[src/rtl/lpzb_isqrt.sv]
// Pipelined integer square root, two result bits per stage.
module lpzb_isqrt (
    input  logic        i_clk,
    input  logic [31:0] i_val,
    output logic [15:0] o_root,
    output logic        o_exact
);
    localparam int STAGES = 8;

    logic [31:0] r_v   [STAGES];
    logic [31:0] r_res [STAGES];
    logic [31:0] s_v   [STAGES];
    logic [31:0] s_res [STAGES];

    for (genvar gs = 0; gs < STAGES; gs++) begin : g_st
        logic [31:0] n_v;
        logic [31:0] n_res;

        if (gs == 0) begin : g_first
            assign s_v[gs]   = i_val;
            assign s_res[gs] = '0;
        end else begin : g_next
            assign s_v[gs]   = r_v[gs-1];
            assign s_res[gs] = r_res[gs-1];
        end

        always_comb begin
            logic [31:0] v;
            logic [31:0] res;
            logic [31:0] b;
            logic [32:0] t;
            v   = s_v[gs];
            res = s_res[gs];
            for (int j = 0; j < 2; j++) begin
                b = 32'd1 << (5'(30 - 2 * (2 * gs + j)));
                t = {1'b0, res} + {1'b0, b};
                if ({1'b0, v} >= t) begin
                    v   = v - t[31:0];
                    res = (res >> 1) + b;
                end else begin
                    res = res >> 1;
                end
            end
            n_v   = v;
            n_res = res;
        end

        always_ff @(posedge i_clk) begin
            r_v[gs]   <= n_v;
            r_res[gs] <= n_res;
        end
    end

    // zero remainder: the input is a perfect square
    assign o_root  = r_res[STAGES-1][15:0];
    assign o_exact = (r_v[STAGES-1] == '0);

endmodule

[config.mk]
export PLATFORM = sky130hd
export DESIGN_NAME = lpzb_isqrt
export DESIGN_NICKNAME = d
export VERILOG_FILES = /design/src/rtl/lpzb_isqrt.sv
export SDC_FILE = /design/constraint.sdc
export NUM_CORES = 1
export LEC_CHECK = 0
export ABC_AREA = 0
export BUFFER_PORTS_ARGS = -buffer_cell sky130_fd_sc_hd__buf_2
export CAP_MARGIN = 20
export CORE_MARGIN = 4
export CORE_UTILIZATION = 51
export CTS_CLUSTER_SIZE = 20
export DETAILED_ROUTE_END_ITERATION = 10
export PLACE_DENSITY_LB_ADDON = 0.12
export SYNTH_ARGS = -nofsm -noshare
export SYNTH_HDL_FRONTEND = slang
export SYNTH_SLANG_ARGS = --single-unit
[constraint.sdc]
create_clock -name i_clk -period 5 [get_ports i_clk]
set_input_delay 0.5 -clock i_clk [delete_from_list [all_inputs] [get_ports i_clk]]
set_output_delay 0.5 -clock i_clk [all_outputs]
set_load 0.01 [all_outputs]
Yosys cells after proc, flatten, opt, wreduce, memory -nomap -nowiden
Memory sizes are Yosys's and may differ from the RTL's. Cells that the tools add are included.

Word-level logic and storage cells: 97. Bits in writable memories: 512. Output and inout bits: 17. Register bits after elaboration: 0. Memories kept: 2.

Memories: r_res (words 8, bits a word 32, read ports 8, clocked after memory_dff 0, write ports 8, line 11) `logic [31:0] r_res [STAGES];`; r_v (words 8, bits a word 32, read ports 8, clocked after memory_dff 0, write ports 8, line 10) `logic [31:0] r_v [STAGES];`.

$lt $le $gt $ge: 16. Add/sub/neg operators: 46. Mux-type cells: 32. Reduce and logical (&&, ||, !) cells: 1.

Operators by type and width (count): 32-bit two-way mux (31); 32-bit subtractor (15); 32-bit by 33-bit >= comparator with 1-bit output (14); 32-bit by 1-bit adder with 33-bit output (second input constant) (1); 32-bit by 11-bit adder with 33-bit output (second input constant) (1); 32-bit by 13-bit adder with 33-bit output (second input constant) (1); 32-bit by 15-bit adder with 33-bit output (second input constant) (1); 32-bit by 17-bit adder with 33-bit output (second input constant) (1); 32-bit by 19-bit adder with 33-bit output (second input constant) (1); 32-bit by 21-bit adder with 33-bit output (second input constant) (1); 32-bit by 23-bit adder with 33-bit output (second input constant) (1); 32-bit by 25-bit adder with 33-bit output (second input constant) (1); 32-bit by 27-bit adder with 33-bit output (second input constant) (1); 32-bit by 3-bit adder with 33-bit output (second input constant) (1); 32-bit by 5-bit adder with 33-bit output (second input constant) (1); 32-bit by 7-bit adder with 33-bit output (second input constant) (1); 32-bit by 9-bit adder with 33-bit output (second input constant) (1); 31-bit by 1-bit adder with 32-bit output (second input constant) (1); 31-bit by 11-bit adder with 32-bit output (second input constant) (1); 31-bit by 13-bit adder with 32-bit output (second input constant) (1); 31-bit by 15-bit adder with 32-bit output (second input constant) (1); 31-bit by 17-bit adder with 32-bit output (second input constant) (1); 31-bit by 19-bit adder with 32-bit output (second input constant) (1); 31-bit by 21-bit adder with 32-bit output (second input constant) (1); other kinds (14) (14).

Depth between registers and ports, before layout
An unclocked memory read counts as a cell.

Depth in word-level cells: 7. Gate-level depth with buffers: 27. Gate-level depth less buffers: 23.

Worst setup path after synthesis
No wires, ideal clock.

Kind: register -> register. Start: mem r_res[5][18], in the netlist r_res[1][50]. End: mem r_v[6][14], in the netlist r_v[1][78]. Stages on the path, launching flop included: 26. Arrival: 5.182 ns. Clock period less this slack: 5.314 ns. Setup slack: -0.314 ns. Cells stage by stage: dfxtp_1 inv_1 ha_1 a21o_1 a21oi_1 or3b_2 nor2_2 nand2_1 inv_1 clkbuf_1 o21ai_0 ha_1 a21o_1 a21o_1 a21oi_1 o211ai_1 a31oi_1 nor2_1 o21a_1 nor4_1 and2_1 clkbuf_1 inv_2 clkbuf_1 nor2_1 a21oi_1.

RTL lines (line): start, declared (11); end, declared (10).

==> metrics.csv <==
metric,value,unit
maximum VDD drop,481,µV
area share of and/or/nand/nor cells after synthesis,20.4,%
Top Ports,50,
top-area cell type share of the netlist area,35.8,%
P&R area growth vs syn,19.3,%
Die Width,198,µm
PwrDens,697,nW/µm²
CTS tree,done,
RSZ-0062 raised after global routing,yes,
Synth cell types,83,
Worst Path Required,5.41,ns
Post-DP HPWL,39200,µm
"EDFF count, synth",0,
sequential element share of the synthesized area,35.8,%
htree depth,2,
worst-path cell chain,"inv_1, ha_1, o21ai_1, a22o_1, a2111oi_4, o211ai_1, nand2_1, inv_1, buf_6, buf_4, o21ai_4, ha_4, a21oi_2, o21bai_1, a21oi_1, o21a_1, o21ai_0, o21ba_2, nand2b_1, a211oi_2, nor4bb_4, bufinv_8, mux2_2",
reg2reg end,r_v[1][107],
Port Buf Inserts,49,
crit path time final,4.83,ns
first-pass GRT wire length,78000,µm
initial core utilization,51.6,%
placed instance area,19900,µm²
Ys Warns,0,
Synth top cells by count,"dfxtp_1 (328), nor2_1 (189), ha_1 (159), nand2_1 (153)",
Mapped Avg Cell Area,8.61,µm²
final setup fails,0,
core area,35600,µm²
synthesized cell area,18400,µm²
final cell count without fillers,2805,
syn_nets,2324,
final slew viol count,0,
"Reg clk slew, reported paths",0.06,ns
diode count,0,
layout cells sized above 1,16.3,%
Critical Path AT,5.25,ns
most numerous cell in the Yosys netlist,dfxtp_1,
Layout Nets,2510,
antenna violations before repair,1,
Critical Path Slowest Stage Cell,nor4bb_4,
Crit path max-delay family,compound AO/OA/AOI/OAI gates,
dpl cells,2714,
DR WL met2,23600,µm
Post-Synth Adder-Cell Area,10.8,%
Compound-Gate Fraction of Synth Area,17.6,%
main area contributors after synthesis,"dfxtp_1 (36%), ha_1 (11%), xnor2_1 (6.5%)",
Vias,15800,
max cap viols,0,
Hold Fails Final Rpt,0,
drt first pass iters,6,
CP Class,reg -> reg,
critical path endpoint category,flop,
status,"complete, no violations",
Reg2Reg Setup Slack,0.17,ns
Die Span Y,198,µm
crit path launch type,flop,
Die ar.,39100,µm²
Slew HR,33.8,%
critical hold path startpoint,i_val[17],
post-synthesis mux area share,1.60,%
grt total ovfl,0,
CTS Hold Bufs,0,
Root Buffer,clkbuf_16,
fin util,61.6,%
residual DRC count,0,
vias in the first global route,15300,
post-DR vias/cell,5.65,
total power,0.0153,W
Reg-to-Reg Start,r_res[1][68],
CP Buf/Inv Count,5,
met1 wire length,22400,µm
Leakage,9.76,nW
biggest area consumer among synthesized cells,dfxtp_1,
Clock Skew,0.0132,ns
cts bufs inserted,35,
Clock Tree Buf Depth,3,
drt wl/cell,17.6,µm
clock sink count,328,
Max Used Layer,met5,
crit-path max cell delay,0.48,ns
worst-margin pin slew,0.980,ns
Initial DRC Count,840,
worst-skew pair later-pin latency,0.53,ns
fmax,207,MHz
total length of routed wires,49400,µm
cell area after layout,21900,µm²
Post-Syn Instances,2132,
Row Count,69,
Hold Crit Depth,1,
hold endpoint,r_v[0][17],
ys flop type,dfxtp_1,
largest net degree at the start of global routing,29,
met3 WL,2090,µm
Final period util,96.6,%
"FF+latch count, synth",328,
worst hold path class,in -> reg,
routability cong.,0.940,
worst-path fanout max,7,
CP most frequent cell,inv_1,
Worst R2R Path Depth,23,
Post-Synth XOR/XNOR Area,9.93,%
largest family of logic cells by synthesized area,simple AND/OR/NAND/NOR gates,
gr usage total,24.3,%
post-route ant nets,0,
ys async rst share,0,%
## power breakdown
group          switching, W  total [W]  internal [W]  leakage (nW)
Clock               0.00103    0.00272       0.00168         0.602
Sequential         0.000603    0.00401       0.00340          2.75
Combinational       0.00470    0.00854       0.00384          6.41
## state kept, by name, summed over array words and instances (netlist names)
name	cells
r_res	72
r_v	256
## timing repair
item | CTS | global route
cloned | 0 | 3
buffers inserted | 0 | 25
endpoints found under the setup margin | 7 | 118
resized for setup | 5 | 120
pin swaps | 0 | 17
## cells in the final DEF, fill, tap and decap left out, drive strengths merged, types with 50 or more instances in the layout
cell type | netlist | layout
a21oi | 136 | 136
nor3 | 62 | 62
dfxtp | 328 | 328
nand2 | 154 | 154
ha | 159 | 159
nor2 | 190 | 190
nor4 | 70 | 70
buf | 8 | 190
inv | 141 | 145
clkbuf | 36 | 50
xnor2 | 136 | 136
o21ai | 117 | 117
xor2 | 72 | 72
## final cells by class
class	instances	area (µm²)
Tap cell	461	577
Multi-Input combinational cell	1619	11600
Clock inverter	14	230
Clock buffer	49	1010
Sequential cell	328	6570
Timing Repair Buffer	191	1360
Fill cell	3132	13700
Timing Repair inverter	2	12.5
Inverter	141	546
## cells by family (layout without fill, tap and decap cells)
family | after synthesis | after routing
flops | 328 | 328
xor+xnor | 208 | 208
fa+ha+maj | 159 | 159
compound gates | 494 | 494
simple gates | 730 | 730
buf+inv | 185 | 397
mux | 28 | 28
## metal layers
layer	global-route usage, %	up-vias
met4	7.24	2
li1	-	8009
met1	31.7	7382
met3	3.06	80
met5	0	-
met2	42.3	371
## metrics by stage
step	hold WS (ns)	setup TNS, ns	setup slack, ns
finish	0.0877	0	0.169
CTS	0.0606	0	0.00428
detailed placement	0.336	-0.0425	-0.0376
global placement	0.336	-0.0192	-0.0192
floorplan	0.331	0	0.0242
global route	0.0647	-0.930	-0.0841
## worst register-to-register path, stage by stage (launching register included)
cell and delay, ns:
dfxtp_1 0.34, inv_1 0.07, ha_1 0.29, o21ai_1 0.10
a22o_1 0.30, a2111oi_4 0.40, o211ai_1 0.15, nand2_1 0.13
inv_1 0.07, buf_6 0.13, buf_4 0.16, o21ai_4 0.16
ha_4 0.22, a21oi_2 0.11, o21bai_1 0.08, a21oi_1 0.20
o21a_1 0.17, o21ai_0 0.07, o21ba_2 0.26, nand2b_1 0.09
a211oi_2 0.20, nor4bb_4 0.48, bufinv_8 0.30, mux2_2 0.26
## how the worst max path moves through the flow
stage / from / end / slack [ns] / cells past startpoint
detailed placement: r_res[1][50] / r_v[1][79] / -0.04 / 23
global placement: r_v[1][0] / r_v[1][54] / -0.02 / 19
floorplan: r_res[1][75] / r_v[1][108] / 0.02 / 25
global route: r_res[1][80] / r_v[1][107] / -0.08 / 23
finish: r_res[1][68] / r_v[1][107] / 0.17 / 23
CTS: r_res[1][12] / r_v[1][43] / 0.004 / 17
No activity file was read; power rests on OpenSTA's default activity.
