[config.mk]
export PLATFORM = sky130hd
export DESIGN_NAME = lpzb_cordic
export DESIGN_NICKNAME = d
export VERILOG_FILES = /design/src/rtl/lpzb_pkg.sv /design/src/rtl/lpzb_cordic.sv
export SDC_FILE = /design/constraint.sdc
export NUM_CORES = 2
export LEC_CHECK = 0
export ABC_CLOCK_PERIOD_IN_PS = 7900
export BUFFER_PORTS_ARGS = -buffer_cell sky130_fd_sc_hd__buf_2
export CAP_MARGIN = 20
export CORE_UTILIZATION = 55
export CTS_CLUSTER_SIZE = 20
export DETAILED_ROUTE_END_ITERATION = 10
export PLACE_DENSITY_LB_ADDON = 0.15
export SYNTH_ARGS = -nofsm -noshare
export SYNTH_HDL_FRONTEND = slang
export SYNTH_SLANG_ARGS = --single-unit
[constraint.sdc]
create_clock -name i_clk -period 7.9 [get_ports i_clk]
set_input_delay 1.58 -clock i_clk [delete_from_list [all_inputs] [get_ports i_clk]]
set_output_delay 1.58 -clock i_clk [all_outputs]
set_load 0.02 [all_outputs]
[src/rtl/lpzb_pkg.sv]
// Shared types, constants and CORDIC helpers for the lidar point zone binning block.
package lpzb_pkg;

    typedef logic signed [26:0] t_cval;
    typedef logic signed [24:0] t_ang;

    typedef struct packed {
        t_cval x;
        t_cval y;
        t_ang  ang;
    } t_cordic;

    typedef struct packed {
        logic signed [15:0] x;
        logic signed [15:0] y;
        logic signed [15:0] z;
        logic [7:0]         inten;
    } t_side;

    typedef struct packed {
        t_side       side;
        logic [15:0] rad;
        logic        exact;
        logic        found;
        logic [1:0]  zone;
    } t_mid;

    localparam logic [22:0] QUARTER_TURN = 23'd5898240;
    localparam logic [24:0] HALF_TURN    = 25'd11796480;
    localparam logic [24:0] FULL_TURN    = 25'd23592960;

    localparam logic [1:0] CLS_NOISE  = 2'd0;
    localparam logic [1:0] CLS_RANGE  = 2'd1;
    localparam logic [1:0] CLS_BINNED = 2'd2;
    localparam logic [1:0] CLS_NOZONE = 2'd3;

    localparam logic [2:0] REG_HLIM   = 3'd0;
    localparam logic [2:0] REG_ALIM   = 3'd1;
    localparam logic [2:0] REG_ILIM   = 3'd2;
    localparam logic [2:0] REG_MINR   = 3'd3;
    localparam logic [2:0] REG_MAXR   = 3'd4;
    localparam logic [2:0] REG_STARTS = 3'd5;
    localparam logic [2:0] REG_WIDTHS = 3'd6;
    localparam logic [2:0] REG_COUNTS = 3'd7;

    // full turn = 2^19 * 45; divide by 45 as multiply by reciprocal
    localparam int          SECT_SHIFT  = 19;
    localparam logic [14:0] DIV45_MUL   = 15'd23302;
    localparam int          DIV45_SHIFT = 20;

    function automatic t_ang atan_q16(input logic [3:0] idx);
        t_ang v;
        case (idx)
            4'd0:    v = 25'sd2949120;
            4'd1:    v = 25'sd1740967;
            4'd2:    v = 25'sd919879;
            4'd3:    v = 25'sd466945;
            4'd4:    v = 25'sd234379;
            4'd5:    v = 25'sd117304;
            4'd6:    v = 25'sd58666;
            4'd7:    v = 25'sd29335;
            4'd8:    v = 25'sd14668;
            4'd9:    v = 25'sd7334;
            4'd10:   v = 25'sd3667;
            4'd11:   v = 25'sd1833;
            4'd12:   v = 25'sd917;
            4'd13:   v = 25'sd458;
            4'd14:   v = 25'sd229;
            default: v = 25'sd115;
        endcase
        return v;
    endfunction

    function automatic t_cordic cordic_iter(input t_cordic c, input logic [3:0] idx);
        t_cordic n;
        t_cval   xs;
        t_cval   ys;
        xs = c.x >>> idx;
        ys = c.y >>> idx;
        if (!c.y[26]) begin
            n.x   = c.x + ys;
            n.y   = c.y - xs;
            n.ang = c.ang + atan_q16(idx);
        end else begin
            n.x   = c.x - ys;
            n.y   = c.y + xs;
            n.ang = c.ang - atan_q16(idx);
        end
        return n;
    endfunction

endpackage

[src/rtl/lpzb_cordic.sv]
// Pipelined 16-step vectoring CORDIC, first quadrant angle in Q16 degrees.
module lpzb_cordic (
    input  logic          i_clk,
    input  logic [15:0]   i_adj,
    input  logic [15:0]   i_opp,
    output lpzb_pkg::t_ang o_ang
);
    import lpzb_pkg::*;

    localparam int STAGES = 8;

    t_cordic r_c [STAGES];
    t_cordic s_c [STAGES];

    for (genvar gs = 0; gs < STAGES; gs++) begin : g_st
        t_cordic n_c;

        if (gs == 0) begin : g_first
            assign s_c[gs] = '{x: t_cval'({3'b0, i_adj, 8'b0}),
                               y: t_cval'({3'b0, i_opp, 8'b0}),
                               ang: '0};
        end else begin : g_next
            assign s_c[gs] = r_c[gs-1];
        end

        always_comb begin
            n_c = cordic_iter(cordic_iter(s_c[gs], 4'(2 * gs)), 4'(2 * gs + 1));
        end

        always_ff @(posedge i_clk) begin
            r_c[gs] <= n_c;
        end
    end

    assign o_ang = r_c[STAGES-1].ang;

endmodule

**Word-level counts from Yosys, hierarchy flattened**

Memory sizes are Yosys's and may differ from the RTL's.
Cells that the tools add are included.

- Bits in registers: 0
- Bits in writable memories: 632
- Input bits: 33
- Output and inout port bits: 25
- Memories: 1

- Muxes and demuxes: 45
- Add/sub/neg operators: 92

Memories:

| memory | words | width | rd ports | clocked after Yosys merged registers in | wr ports | RTL line | RTL |
|---|---|---|---|---|---|---|---|
| r_c | 8 | 79 | 8 | 0 | 8 | lpzb_cordic.sv:12 | `t_cordic r_c [STAGES];` |

Operators by type and width:

| kind | count |
|---|---|
| 2-to-1 mux 79 bit | 15 |
| 2-to-1 mux 25 bit | 30 |
| adder 25 bit | 14 |
| subtractor 25 bit | 14 |
| adder 27 x 12 -> 27 bit | 2 |
| adder 27 x 13 -> 27 bit | 2 |
| adder 27 x 14 -> 27 bit | 2 |
| adder 27 x 15 -> 27 bit | 2 |
| adder 27 x 16 -> 27 bit | 2 |
| adder 27 x 17 -> 27 bit | 2 |
| adder 27 x 18 -> 27 bit | 2 |
| adder 27 x 19 -> 27 bit | 2 |
| adder 27 x 20 -> 27 bit | 2 |
| adder 27 x 21 -> 27 bit | 2 |
| adder 27 x 22 -> 27 bit | 2 |
| adder 27 x 23 -> 27 bit | 2 |
| adder 27 x 24 -> 27 bit | 2 |
| adder 27 x 25 -> 27 bit | 2 |
| subtractor 27 x 12 -> 27 bit | 2 |
| subtractor 27 x 13 -> 27 bit | 2 |
| subtractor 27 x 14 -> 27 bit | 2 |
| subtractor 27 x 15 -> 27 bit | 2 |
| subtractor 27 x 16 -> 27 bit | 2 |
| subtractor 27 x 17 -> 27 bit | 2 |
| other kinds (16) | 24 |

**Logic depth before layout (Yosys ltp)**

An unclocked memory read counts as a cell.

- Depth after elaboration: 7
- Depth in mapped cells: 34
- Mapped depth without buffers: 32

**Least setup slack after synthesis**

Ideal clock, no wire load.

- Kind: register to register
- Start point: mem r_c[1][51] in the netlist's numbering
- End point: mem r_c[1][129] in the netlist's numbering
- Slack: 0.118 ns
- Buffers on the path: 6
- Setup time: 0.062 ns
- Data required time: 7.838 ns
- Arrival time: 7.719 ns
- Cell stages (with the launch flop): 31
- Path through: dfxtp_1 clkbuf_1 clkbuf_1 buf_1 nor2_1 xnor2_1 ha_1 a21oi_1 nor3b_1 a21oi_1 nor4_2 o21ai_1 o211ai_1 o211ai_1 o211a_1 buf_2 inv_1 clkbuf_1 clkbuf_1 nor2_1 xnor2_1 ha_1 a211o_1 a31oi_1 o21ai_0 o31ai_1 o31ai_1 a41oi_1 o21ai_0 or4b_2 nand3_1

RTL lines:

| element | RTL line |
|---|---|
| from (decl) | lpzb_cordic.sv:12 |

==> results_dict.tcl <==
set metrics [dict create \
    yosysWarnings 0 \
    synthTopCellsByArea "ha_1 (20%), dfxtp_1 (15%), xnor2_1 (10%)" \
    ys_seq_area_share_pct 15.1 \
    firstDrtPassIters 8 \
    tritoncts "built" \
    clockRootBuffer "clkbuf_16" \
    syn_area_sq_um 68200 \
    synthFlopType "dfxtp_1" \
    finalSetupViolCount 0 \
    grt_first_pass_wirelength_mm 302 \
    wl_mm 186 \
    grt_remaining_overflow 0 \
    final_cells 10566 \
    dieArea_sq_um 125000 \
    yosysMostFrequentCell "ha_1" \
    hp-class "reg2reg" \
    worst_slew_pin_slew_ns 0.982 \
    reg_top3 "r_c: 515 flops" \
    core-area_sq_um 122000 \
    crit_fanout 12 \
    portBuffers 56 \
    rows 128 \
    syn_to_final_growth_pct 6.87 \
    holdBufCountCts 0 \
    via_per_inst 6.03 \
    finalCoreUtilization_pct 59.6 \
    synth_edf_count 0 \
    wire_per_inst_um 17.6 \
    yosys-top-cells-count "ha_1 (1069), nor2_1 (849), xnor2_1 (807), a21oi_1 (791), dfxtp_1 (515)" \
    largest_reg_flops 515 \
    maxSlewHeadroom_pct 34.1 \
    async_flop_share_pct 0 \
    synth.avg_cell_area_sq_um 7.71 \
    cp.required_ns 8.43 \
    synth_top_area_share_pct 19.6 \
    crit_arrival_ns 8.05 \
    clock.fmax_ghz 0.133 \
    yosysTopAreaCell "ha_1" \
    grt_antenna_before_repair 1 \
    fin_ws_ns 0.378 \
    cp-end-kind "flip-flop" \
    die_y_um 354 \
    fin_crit_sh_pct 95.2 \
    path_clk_slew_ns 0.07 \
    pin_count 58 \
    largest_register "r_c" \
    cts_buffer_depth 3 \
    cap_violations 0 \
    start_util_pct 55.8 \
    worstSkewPairLatency_ns 0.68 \
    synth_cell_type_count 101 \
    ant_nets 0 \
    drt_first_iter_violations 5039 \
    synthCells 8848 \
    hold_viol 0 \
    status "finished clean" \
    grt_max_degree 44 \
    ys_ff_latch 515 \
    numCtsBuffers 66 \
    critPathSlowestCell "or4_1" \
    max_stage_delay_ns 0.57 \
    drc_errors 0 \
    dpl.cell_count 10446 \
    vias 63706 \
    gr-usage-all-layers_pct 28.7 \
    crit_path_frequent_cell "xnor2_1" \
    drive_above_1_share_pct 4.76 \
    gp_congestion 0.961 \
    criticalPathCategory "reg2reg" \
    clock_skew_ns 0.0576 \
    start_kind "flip-flop" \
    diodes 0 \
    syn-num-nets 9985 \
    fin_crit_ns 7.52 \
    tns_ns 0 \
    hpwl_mm 153 \
    dpl_worst_slack_ns 0.236 \
    clock-sinks 515 \
    grt_pass1_vias 59134 \
    drv_slew 0 \
    htreeDepth 3 \
    die_x_um 354 \
    nets 10028 \
]
==> worst paths after layout <==
check                        end                start  slack [ns]  cells after the start
max          r_c[1][209]$_DFF_P_  r_c[1][127]$_DFF_P_        0.38                     25
min            r_c[1][1]$_DFF_P_  r_c[0][238]$_DFF_P_        0.45                      1
max reg2reg  r_c[1][209]$_DFF_P_  r_c[1][127]$_DFF_P_        0.38                     25
min reg2reg    r_c[1][1]$_DFF_P_  r_c[0][238]$_DFF_P_        0.45                      1
==> cell type report <==
type                       count  area [sq um]
clock buffer                  81          1820
clock inverter                37           415
fill                       11466         49400
inverter                     503          1890
multi-input combinational   7645         55300
sequential                   515         10300
tap                         1625          2030
timing repair buffer         160          1100
==> critical path: cells and delay by family, from the launching register on <==
kind                     cells  cell delay, ns
XOR/XNOR                     3            0.43
AO/OA/AOI/OAI                8            2.05
adder cells (fa/ha/maj)      2            0.72
AND/OR/NAND/NOR             11            3.62
flip-flops                   1            0.39
buffers and inverters        1            0.18
==> per-layer routing <==
metal	GRT usage (%)	up-vias	share of wire, %	wire (um)
met1	40.7	29617	48	89900
met3	2.96	220	5.8	10700
met2	45.5	1665	43	80300
met5	0	-	0	0
met4	8.41	0	2.6	4790
li1	-	32204	-	-
==> per-stage QoR <==
step	area [sq um]	hold WS (ns)
2_1_floorplan	68200	0.403
3_3_place_gp	70600	0.457
3_5_place_dp	70600	0.454
4_1_cts	72800	0.460
5_1_grt	72900	0.484
6_report	72900	0.451
==> logic make-up after synthesis <==
logic type               after synthesis  share of synthesized area, %
AND/OR/NAND/NOR                     2734                          20.0
flip-flops                           515                          15.1
adder cells (fa/ha/maj)             1104                          20.6
other                                  1                       0.00550
XOR/XNOR                            1196                          15.4
buffers and inverters                688                          3.93
AO/OA/AOI/OAI                       2571                          24.4
multiplexers                          39                         0.594
==> cell usage in the layout, fill, tap and decap left out, drive strengths merged, types with 307 or more instances in the layout <==
cell and instances:
a21o 311, a21oi 792, dfxtp 515, ha 1069, inv 508, nand2 481, nor2 849, nor3 307
o21ai 457, xnor2 807, xor2 389
==> repair_timing <==
item	in CTS	in global routing
setup buffers	0	1
endpoints found under the setup margin	0	51
resized for setup	0	23
Power is left out: the tool's default activity adds up to more than one toggle a clock period on the data nets, which glitch-free logic cannot reach.
