$ cat config.mk
export PLATFORM = sky130hd
export DESIGN_NAME = lpzb_divider
export DESIGN_NICKNAME = d
export VERILOG_FILES = /design/src/rtl/lpzb_divider.sv
export SDC_FILE = /design/constraint.sdc
export NUM_CORES = 1
export LEC_CHECK = 0
export BUFFER_PORTS_ARGS = -buffer_cell sky130_fd_sc_hd__buf_2
export CAP_MARGIN = 20
export CORE_UTILIZATION = 50
export DETAILED_ROUTE_END_ITERATION = 12
export PLACE_DENSITY = 0.66
export SYNTH_ARGS = -nofsm -noshare
export SYNTH_HDL_FRONTEND = slang
export SYNTH_SLANG_ARGS = --single-unit
export TNS_END_PERCENT = 20
$ cat constraint.sdc
create_clock -name i_clk -period 5.7 [get_ports i_clk]
set_input_delay 0.855 -clock i_clk [delete_from_list [all_inputs] [get_ports i_clk]]
set_output_delay 0.855 -clock i_clk [all_outputs]
set_load 0.05 [all_outputs]
$ cat src/rtl/lpzb_divider.sv
// Pipelined 16-bit restoring divider, two quotient bits per stage.
module lpzb_divider (
    input  logic        i_clk,
    input  logic [15:0] i_num,
    input  logic [15:0] i_den,
    output logic [15:0] o_quot
);
    localparam int STAGES = 8;

    logic [15:0] r_rem [STAGES];
    logic [15:0] r_nq  [STAGES];
    logic [15:0] r_den [STAGES];
    logic [15:0] s_rem [STAGES];
    logic [15:0] s_nq  [STAGES];
    logic [15:0] s_den [STAGES];

    for (genvar gs = 0; gs < STAGES; gs++) begin : g_st
        logic [15:0] n_rem;
        logic [15:0] n_nq;

        if (gs == 0) begin : g_first
            assign s_rem[gs] = '0;
            assign s_nq[gs]  = i_num;
            assign s_den[gs] = i_den;
        end else begin : g_next
            assign s_rem[gs] = r_rem[gs-1];
            assign s_nq[gs]  = r_nq[gs-1];
            assign s_den[gs] = r_den[gs-1];
        end

        always_comb begin
            logic [15:0] rem;
            logic [15:0] nq;
            logic [16:0] t;
            logic        ge;
            rem = s_rem[gs];
            nq  = s_nq[gs];
            for (int j = 0; j < 2; j++) begin
                t   = {rem, nq[15]};
                ge  = t >= {1'b0, s_den[gs]};
                rem = ge ? 16'(t - {1'b0, s_den[gs]}) : t[15:0];
                nq  = {nq[14:0], ge};
            end
            n_rem = rem;
            n_nq  = nq;
        end

        always_ff @(posedge i_clk) begin
            r_rem[gs] <= n_rem;
            r_nq[gs]  <= n_nq;
            r_den[gs] <= s_den[gs];
        end
    end

    assign o_quot = r_nq[STAGES-1];

endmodule

## Word-level counts from Yosys, hierarchy flattened

Memories as Yosys holds them, arrays and structs flattened.
Index checks and enable logic that the tools add are counted.

| storage, ports and cells | value |
|---|---|
| register bits | 0 |
| output and inout bits | 16 |
| RAM bits | 384 |
| memories | 3 |

Memories:

| name | words | width | rd ports | clocked after memory_dff | wr ports | line | text |
|---|---|---|---|---|---|---|---|
| r_den | 8 | 16 | 7 | 0 | 8 | 12 | `logic [15:0] r_den [STAGES];` |
| r_nq | 8 | 16 | 8 | 0 | 8 | 11 | `logic [15:0] r_nq [STAGES];` |
| r_rem | 8 | 16 | 7 | 0 | 8 | 10 | `logic [15:0] r_rem [STAGES];` |

| operators by class | value |
|---|---|
| $lt $le $gt $ge | 16 |
| $add $sub $neg | 16 |
| multiplexer cells | 16 |

Operators with widths:

| cell | count |
|---|---|
| 2-to-1 mux 16 bit | 16 |
| >= comparator 17 x 16 -> 1 bit | 15 |
| subtractor 16 bit | 15 |
| >= comparator 1 x 16 -> 1 bit | 1 |
| subtractor 1 x 16 -> 16 bit | 1 |

## Depth between registers and ports, before layout

Gate-level depths: netlist of run 1.
An unclocked memory read counts as a cell.

| depth | value |
|---|---|
| word-level depth | 5 |
| mapped depth | 24 |

## Worst setup path before layout of run 1

OpenSTA, ideal clock, no wires.

| path | value |
|---|---|
| path kind | flip-flop to flip-flop |
| from | memory r_den[0][1] |
| to | memory r_rem[1][10] |
| stages on the path, launching flop included | 23 |
| slack | 0.684 ns |
| data arrival time | 4.893 ns |
| setup time | 0.123 ns |
| required time | 5.577 ns |
| path buffers | 3 |
| cell sequence | dfxtp_1 -> inv_1 -> ha_1 -> nor2b_1 -> o31ai_2 -> a21oi_1 -> a22o_1 -> a2111oi_0 -> o21a_1 -> buf_2 -> mux2_2 -> ha_1 -> o21a_1 -> o31a_1 -> nor4b_1 -> o31ai_1 -> a221oi_1 -> nor2b_1 -> o21ai_0 -> o2111a_1 -> buf_4 -> buf_6 -> mux2_1 |

RTL lines:

| what | line |
|---|---|
| start, declared | 12 |
| end, declared | 10 |

==> run metrics, run 1 <==
status=complete, no violations; total gr overflow=0; Setup Viol. Count Final=0; asr flop ratio synth=0; Critical Path RT=6160 ps; net switching power=3360 uW; Detailed Route WL=53,700 um; Worst-Skew Late Latency=580 ps; GRT Total Usage=0.255; GP Congestion=0.954; CTS Hold Bufs=0; Core Rows=74; Clock Tree Root=clkbuf_16; Post-Synth XOR/XNOR Area=0.0704; Final nets=2,657; Pins Over Slew Limit=0; Max Fclk=186 MHz; Pwr Density=403 nW/um^2; initial core utilization=0.506; Crit Path Class=reg2reg; Setup WS post-layout=319 ps; clk buf depth=3; DR WL/cell=18.3 um; VDD IR max=0.243 mV; DR iter-0 viols=888; drt pass-1 iters=5; Post-Synth Adder-Cell Area=0.160; post-synthesis mux area share=0.0595; Die ar.=42,100 um^2; Yosys top cell area share=0.341; first-pass GRT wire length=83,600 um; synthesized instance count=2,284; critical path peak fanout=17; top area cells in the synthesized netlist=dfxtp_1, ha_1, a21oi_1, mux2_2, xnor2_1; Top FF cell, synth=dfxtp_1; maxcap violations=0; Synth Warn #=0; Via density=5.68; total CTS buffers=41; I/O Pins=49; EDFF count, synth=0; Cell Area, Synth=20,700 um^2; simple-gate portion of the synthesized area=0.126; ANT nets after route=0; CTS tree=yes; Synth Net Count=2,573; Compound-Gate Fraction of Synth Area=0.192; post-route cell area=23,100 um^2; initial antenna violation count=1; largest family of logic cells by synthesized area=compound AO/OA/AOI/OAI gates; Via Count=16.6k; Seq/Total Area, Yosys=0.341; htree depth=2; Int Pwr=5950 uW; mean post-synth cell area=9.05 um^2; Crit. End Element=flip-flop; Least-Margin Pin Slew=809 ps; register bit count reported by yosys=352; sequential power share=0.306; fin crit share=0.944; total power=9310 uW; Area Growth Syn to Fin=11.8%; library cells used by synthesis=84; DP Worst Slack=93.7 ps; Setup crit start kind=flip-flop; hpwl dp=43,400 um; worst min-delay path class=reg2reg; Post-DP Area=21,600 um^2; Combinational Power Share=0.397; Std-Cell Core Area=40,800 um^2; pin count of the biggest net entering global routing=25; clock power share=0.297; Tmin final=5380 ps; switching fraction of total power=0.360; die width=205 um; Final Hold Viols=0; Die Span Y=205 um; worst path arrival time=5850 ps; Leak=0.0109 uW; clock slew at reported path FFs=60 ps; CTS sink count=352; DRC=0; Relative slew margins=0.456; Worst Clk Skew=30.4 ps; Synth area leader=dfxtp_1; setup_tns=0 ps; PortBufs=48; share of cells above drive strength 1=0.115; vias in the first global route=16.2k
synthesized netlist by cell type, drive strengths merged, types with 8 or more instances:
library cell,instances
a21oi,184
or3,12
nand2,153
nor3,37
a21o,61
nand3,40
o31a,13
o21a,41
mux2i,10
nor2b,22
nand4,36
buf,32
o22ai,9
or2,11
o211ai,15
a21boi,12
o21bai,19
clkbuf,17
xnor2,102
o31ai,15
mux2,98
nor4,21
and3,16
xor2,64
dfxtp,352
nor2,136
a22oi,8
ha,242
and2,10
o21ai,124
fa,14
inv,200
a221o,11
nand2b,34
a31oi,18
a211oi,15
logic make-up (layout without fill, tap and decap cells):
kind of cell               count (synthesis)  after routing
AOI/OAI and AO/OA                        610            611
xor gates and xnor gates                 166            166
adders and majority gates                256            256
buffers and inverters                    252            362
DFF                                      352            352
muxes                                    108            108
other                                      0              1
and+or+nand+nor                          540            540
power by group through the flow:
stage / Clock, uW / Sequential [uW] / Combinational (uW)
after global routing: 2940 / 2870 / 4100
after detailed placement: 0 / 2900 / 3630
after floorplan: 0 / 2820 / 2770
after CTS: 2830 / 2850 / 3660
after global placement: 0 / 2910 / 3560
final: 2770 / 2850 / 3690
worst max-delay path, stage by stage (launching register included):
cell and delay, ps:
dfxtp_1 480, inv_1 200, ha_1 340, nor2b_1 150, o31a_1 270, o221a_2 280
a211o_1 270, nand3_1 80, o211ai_1 80, a211o_1 480, mux2i_1 410, ha_1 330
a21o_1 160, a21o_1 210, a21oi_1 220, o31ai_1 190, a221o_1 410, nand2_1 120
nand3_4 220, mux2_2 360
repair_timing:
item                       CTS  global route
resized for setup            0             9
setup endpoints to repair    0            48
buffers inserted             0             4
metal layers:
layer  wire (um)  vias to the layer above  share of wire  GRT usage
li1            -                     8318              -          -
met1       22300                     7785           0.42      0.290
met2       26800                      396           0.50      0.465
met3        1960                      145          0.037     0.0309
met4        2640                        0          0.049      0.131
met5           0                        -              0          0
cell type report:
cell class              count  area (um^2)
flip-flops and latches    352         7050
fillers                  3669        17700
repair buffers             89          548
clock inverters            22          353
inverters                 203          762
clock buffers              48         1090
multi-input cells        1681        12600
well taps                 532          666
diodes                      1         2.50
sequential cells by signal, summed over array words and instances, names as in the netlist:
signal / flops
r_den: 112
r_nq: 128
r_rem: 112
cells in the final DEF, fill, tap and decap left out, types with 22 or more instances in the layout:
cell / synthesis / final
dfxtp_1: 352 / 352
nor2_1: 135 / 135
nand2b_1: 34 / 34
buf_2: 10 / 48
o21ai_0: 117 / 117
xor2_1: 64 / 64
nand2_1: 153 / 153
o21a_1: 41 / 41
buf_4: 17 / 41
nand4_1: 36 / 36
clkbuf_16: 0 / 41
mux2_2: 80 / 80
nand3_1: 39 / 39
a21oi_1: 183 / 183
nor3_1: 35 / 34
nor2b_1: 22 / 22
a21o_1: 61 / 61
xnor2_1: 102 / 102
ha_1: 242 / 242
inv_1: 200 / 200
stage by stage:
stage	std cells	hold slack [ps]	utilization
floorplan	2284	310	-
global placement	2852	310	0.528
detailed placement	2852	312	0.528
CTS	2922	324	0.563
global route	2927	327	0.566
finish	2928	322	0.566
worst paths after layout:
path                              startpoint           to  slack, ps  cells past startpoint
worst max register to register  r_den[1][17]  r_rem[4][3]        320                     19
worst min-delay path             r_nq[0][36]  r_nq[0][54]        320                      0
worst min register to register   r_nq[0][36]  r_nq[0][54]        320                      0
worst max-delay path            r_den[1][17]  r_rem[4][3]        320                     19
No activity file was read; power rests on OpenSTA's default activity.
==> run 2, diff against run 1 <==
CELL_PAD_IN_SITES_DETAIL_PLACEMENT = 1   (was not set)
CELL_PAD_IN_SITES_GLOBAL_PLACEMENT = 1   (was not set)
CORE_MARGIN = 2   (was not set)
PLACE_DENSITY = not set   (was 0.66)
PLACE_DENSITY_LB_ADDON = 0.1   (was not set)
==> run 2 against run 1 <==
- via count rose by 1.6%
- register-to-register slack lost 60 ps
- cell count is 0.34% lower
- critical path type unchanged
- critical endpoint is now r_rem[4][2]
- highest routed layer unchanged
==> run metrics, run 2 (synthesis gave the netlist of run 1 again) <==
vias in the first global route=18.0k (+11%); DRC=0 (unchanged); CTS tree=yes; worst min-delay path class=reg2reg; Leak=0.0108 uW (-0.87%); first-pass GRT wire length=96,300 um (+15%); fillcell total=4,736 (+29%); Via Count=16.9k (+1.6%); hold-critical path endpoint=r_nq[1][54]; critical path peak fanout=17 (unchanged); CTS Hold Bufs=0 (unchanged); fin crit share=0.955 (+0.0114); Reg2Reg Setup Slack=250 ps (-60 ps); die width=207 um (+0.97%); Clock Tree Root=clkbuf_16; most frequent cells in the layout=dfxtp_1, ha_1, inv_1; commonest non-fill, non-tap cell in the layout=dfxtp_1; Least-Margin Pin Slew=797 ps (-11.7 ps); CTS sink count=352 (unchanged); Detailed Route WL=61,000 um (+14%); maxcap violations=0 (unchanged); max reg flops=128 (unchanged); Critical Path RT=6150 ps (about the same); VDD IR max=0.265 mV (+9.2%); Die Span Y=207 um (+0.97%); Via density=5.79 (+1.9%); Setup crit start kind=flip-flop; DR WL/cell=20.9 um (+14%); final core occ=0.561 (-0.00521); GP Congestion=0.919 (-3.7%); Pwr Density=402 nW/um^2 (-0.35%); # diodes=0 (-1); clock slew at reported path FFs=60 ps (about the same); met2 Use GR=0.505 (+0.0400); hpwl dp=49,200 um (+13%); Core Rows=74 (unchanged); Tmin final=5450 ps (+64.9 ps); I/O Pins=49 (unchanged); r2r startpoint=r_den[1][17]; initial core utilization=0.506 (unchanged); Setup Viol. Count Final=0 (unchanged); GR Layer Usage met1=0.322 (+0.0324); Regs by FF count=r_nq (128), r_den (112), r_rem (112); Crit Path Class=reg2reg; GRT Total Usage=0.281 (+0.0261); Hold WS=325 ps (+2.36 ps); Relative slew margins=0.464 (+0.00789); drt pass-1 iters=4 (-1); path depth of the worst reg2reg path=19 (unchanged); grt met3 use=0.0293 (-0.00153); Final Hold Viols=0 (unchanged); Area Growth Syn to Fin=10.8%; worst reg2reg endpoint=r_rem[4][2]; Worst Clk Skew=18.4 ps (-12.0 ps); largest register by flop count=r_nq; htree depth=2 (unchanged); total gr overflow=0 (unchanged); DR iter-0 viols=780 (-12%); share of cells above drive strength 1=0.114 (-0.000824); clk buf depth=3 (unchanged); status=complete, no violations; total CTS buffers=39 (-4.9%); worst hold path cell count=0 (unchanged); Worst-Skew Late Latency=580 ps (about the same); ANT nets after route=0 (unchanged); pin count of the biggest net entering global routing=25 (unchanged); Std-Cell Core Area=40,800 um^2 (unchanged); Max Fclk=184 MHz (-1.2%); worst path arrival time=5890 ps (+40 ps); min-delay src=r_nq[1][36]; Crit. End Element=flip-flop; setup_tns=0 ps (unchanged); Final nets=2,645 (-0.45%); Pins Over Slew Limit=0 (unchanged); initial antenna violation count=0 (-1); PortBufs=48 (unchanged); gr busiest metal=met2; Die ar.=43,000 um^2 (+2.0%)
-- run 2: cell types whose count changed in the layout (fill, tap and decap cells not counted), moves of 2 or more --
| cell | before | now |
|---|---|---|
| a221oi_1 | 7 | 5 |
| a221oi_2 | 0 | 2 |
| buf_4 | 41 | 31 |
| bufinv_16 | 7 | 2 |
| clkbuf_16 | 41 | 39 |
| clkinv_2 | 7 | 10 |
| clkinv_4 | 2 | 4 |
| inv_6 | 1 | 3 |
-- run 2: metal layers --
metal / vias to the layer above / routed length [um] / share of wire
met4: 0 / 3760 / 0.062
met1: 8129 / 25000 / 0.41
met3: 167 / 2010 / 0.033
met2: 339 / 30200 / 0.50
met5: - / 0 / 0
li1: 8269 / - / -
-- run 2: how the worst max path moves through the flow --
| stage | startpoint | end | slack [ps] | cells after the start |
|---|---|---|---|---|
| floorplan | r_den[0][1] | r_rem[1][10] | 680 | 22 |
| global placement | r_den[1][17] | r_rem[4][2] | 130 | 19 |
| detailed placement | r_den[1][1] | r_rem[3][10] | 40 | 19 |
| CTS | r_den[1][17] | r_rem[4][2] | 60 | 19 |
| global route | r_den[1][1] | r_rem[3][11] | -10 | 20 |
| finish | r_den[1][17] | r_rem[4][2] | 250 | 19 |
-- run 2: final cells by class --
| type | count | area (um^2) | share of cell area |
|---|---|---|---|
| Multi-Input combinational cell | 1680 | 12600 | 0.552 |
| Sequential cell | 352 | 7050 | 0.308 |
| Clock buffer | 47 | 1050 | 0.0457 |
| Inverter | 203 | 762 | 0.0333 |
| Tap cell | 532 | 666 | 0.0291 |
| Timing Repair Buffer | 80 | 493 | 0.0215 |
| Clock inverter | 24 | 243 | 0.0106 |
-- run 2: where the power goes --
part	internal [uW]	switching [uW]	leakage [uW]
sequential	2690	179	0.00292
combinational	1530	2290	0.00724
clock	1430	1080	0.000641
-- run 2: critical path, cell delays in order (launching register included) --
cell and delay, ps:
dfxtp_1 430, inv_1 170, ha_1 350, nor2b_1 150, o31a_1 290, o221a_2 300, a211o_1 260, nand3_1 70
o211ai_1 90, a211o_1 500, mux2_4 380, ha_1 380, o21ai_0 130, nand2b_1 100, a21oi_1 90, o31ai_1 590
a221o_1 330, nand2_1 110, nand3_4 210, mux2_2 390
-- run 2: metrics by stage --
| step | setup WS, ps | cell area, um^2 | total power, uW | instances |
|---|---|---|---|---|
| 2_1_floorplan | 684 | 20700 | 5590 | 2284 |
| 3_3_place_gp | 132 | 21500 | 6500 | 2847 |
| 3_5_place_dp | 42.9 | 21500 | 6620 | 2847 |
| 4_1_cts | 62.2 | 22800 | 9190 | 2918 |
| 5_1_grt | -12.5 | 22900 | 9770 | 2918 |
| 6_report | 255 | 22900 | 9190 | 2918 |
-- run 2: timing repair --
action / in CTS / in global routing
gates resized for setup: 1 / 12
cloned: 0 / 0
buffers inserted: 0 / 0
endpoints found under the setup margin: 5 / 65
pin swaps: 0 / 2
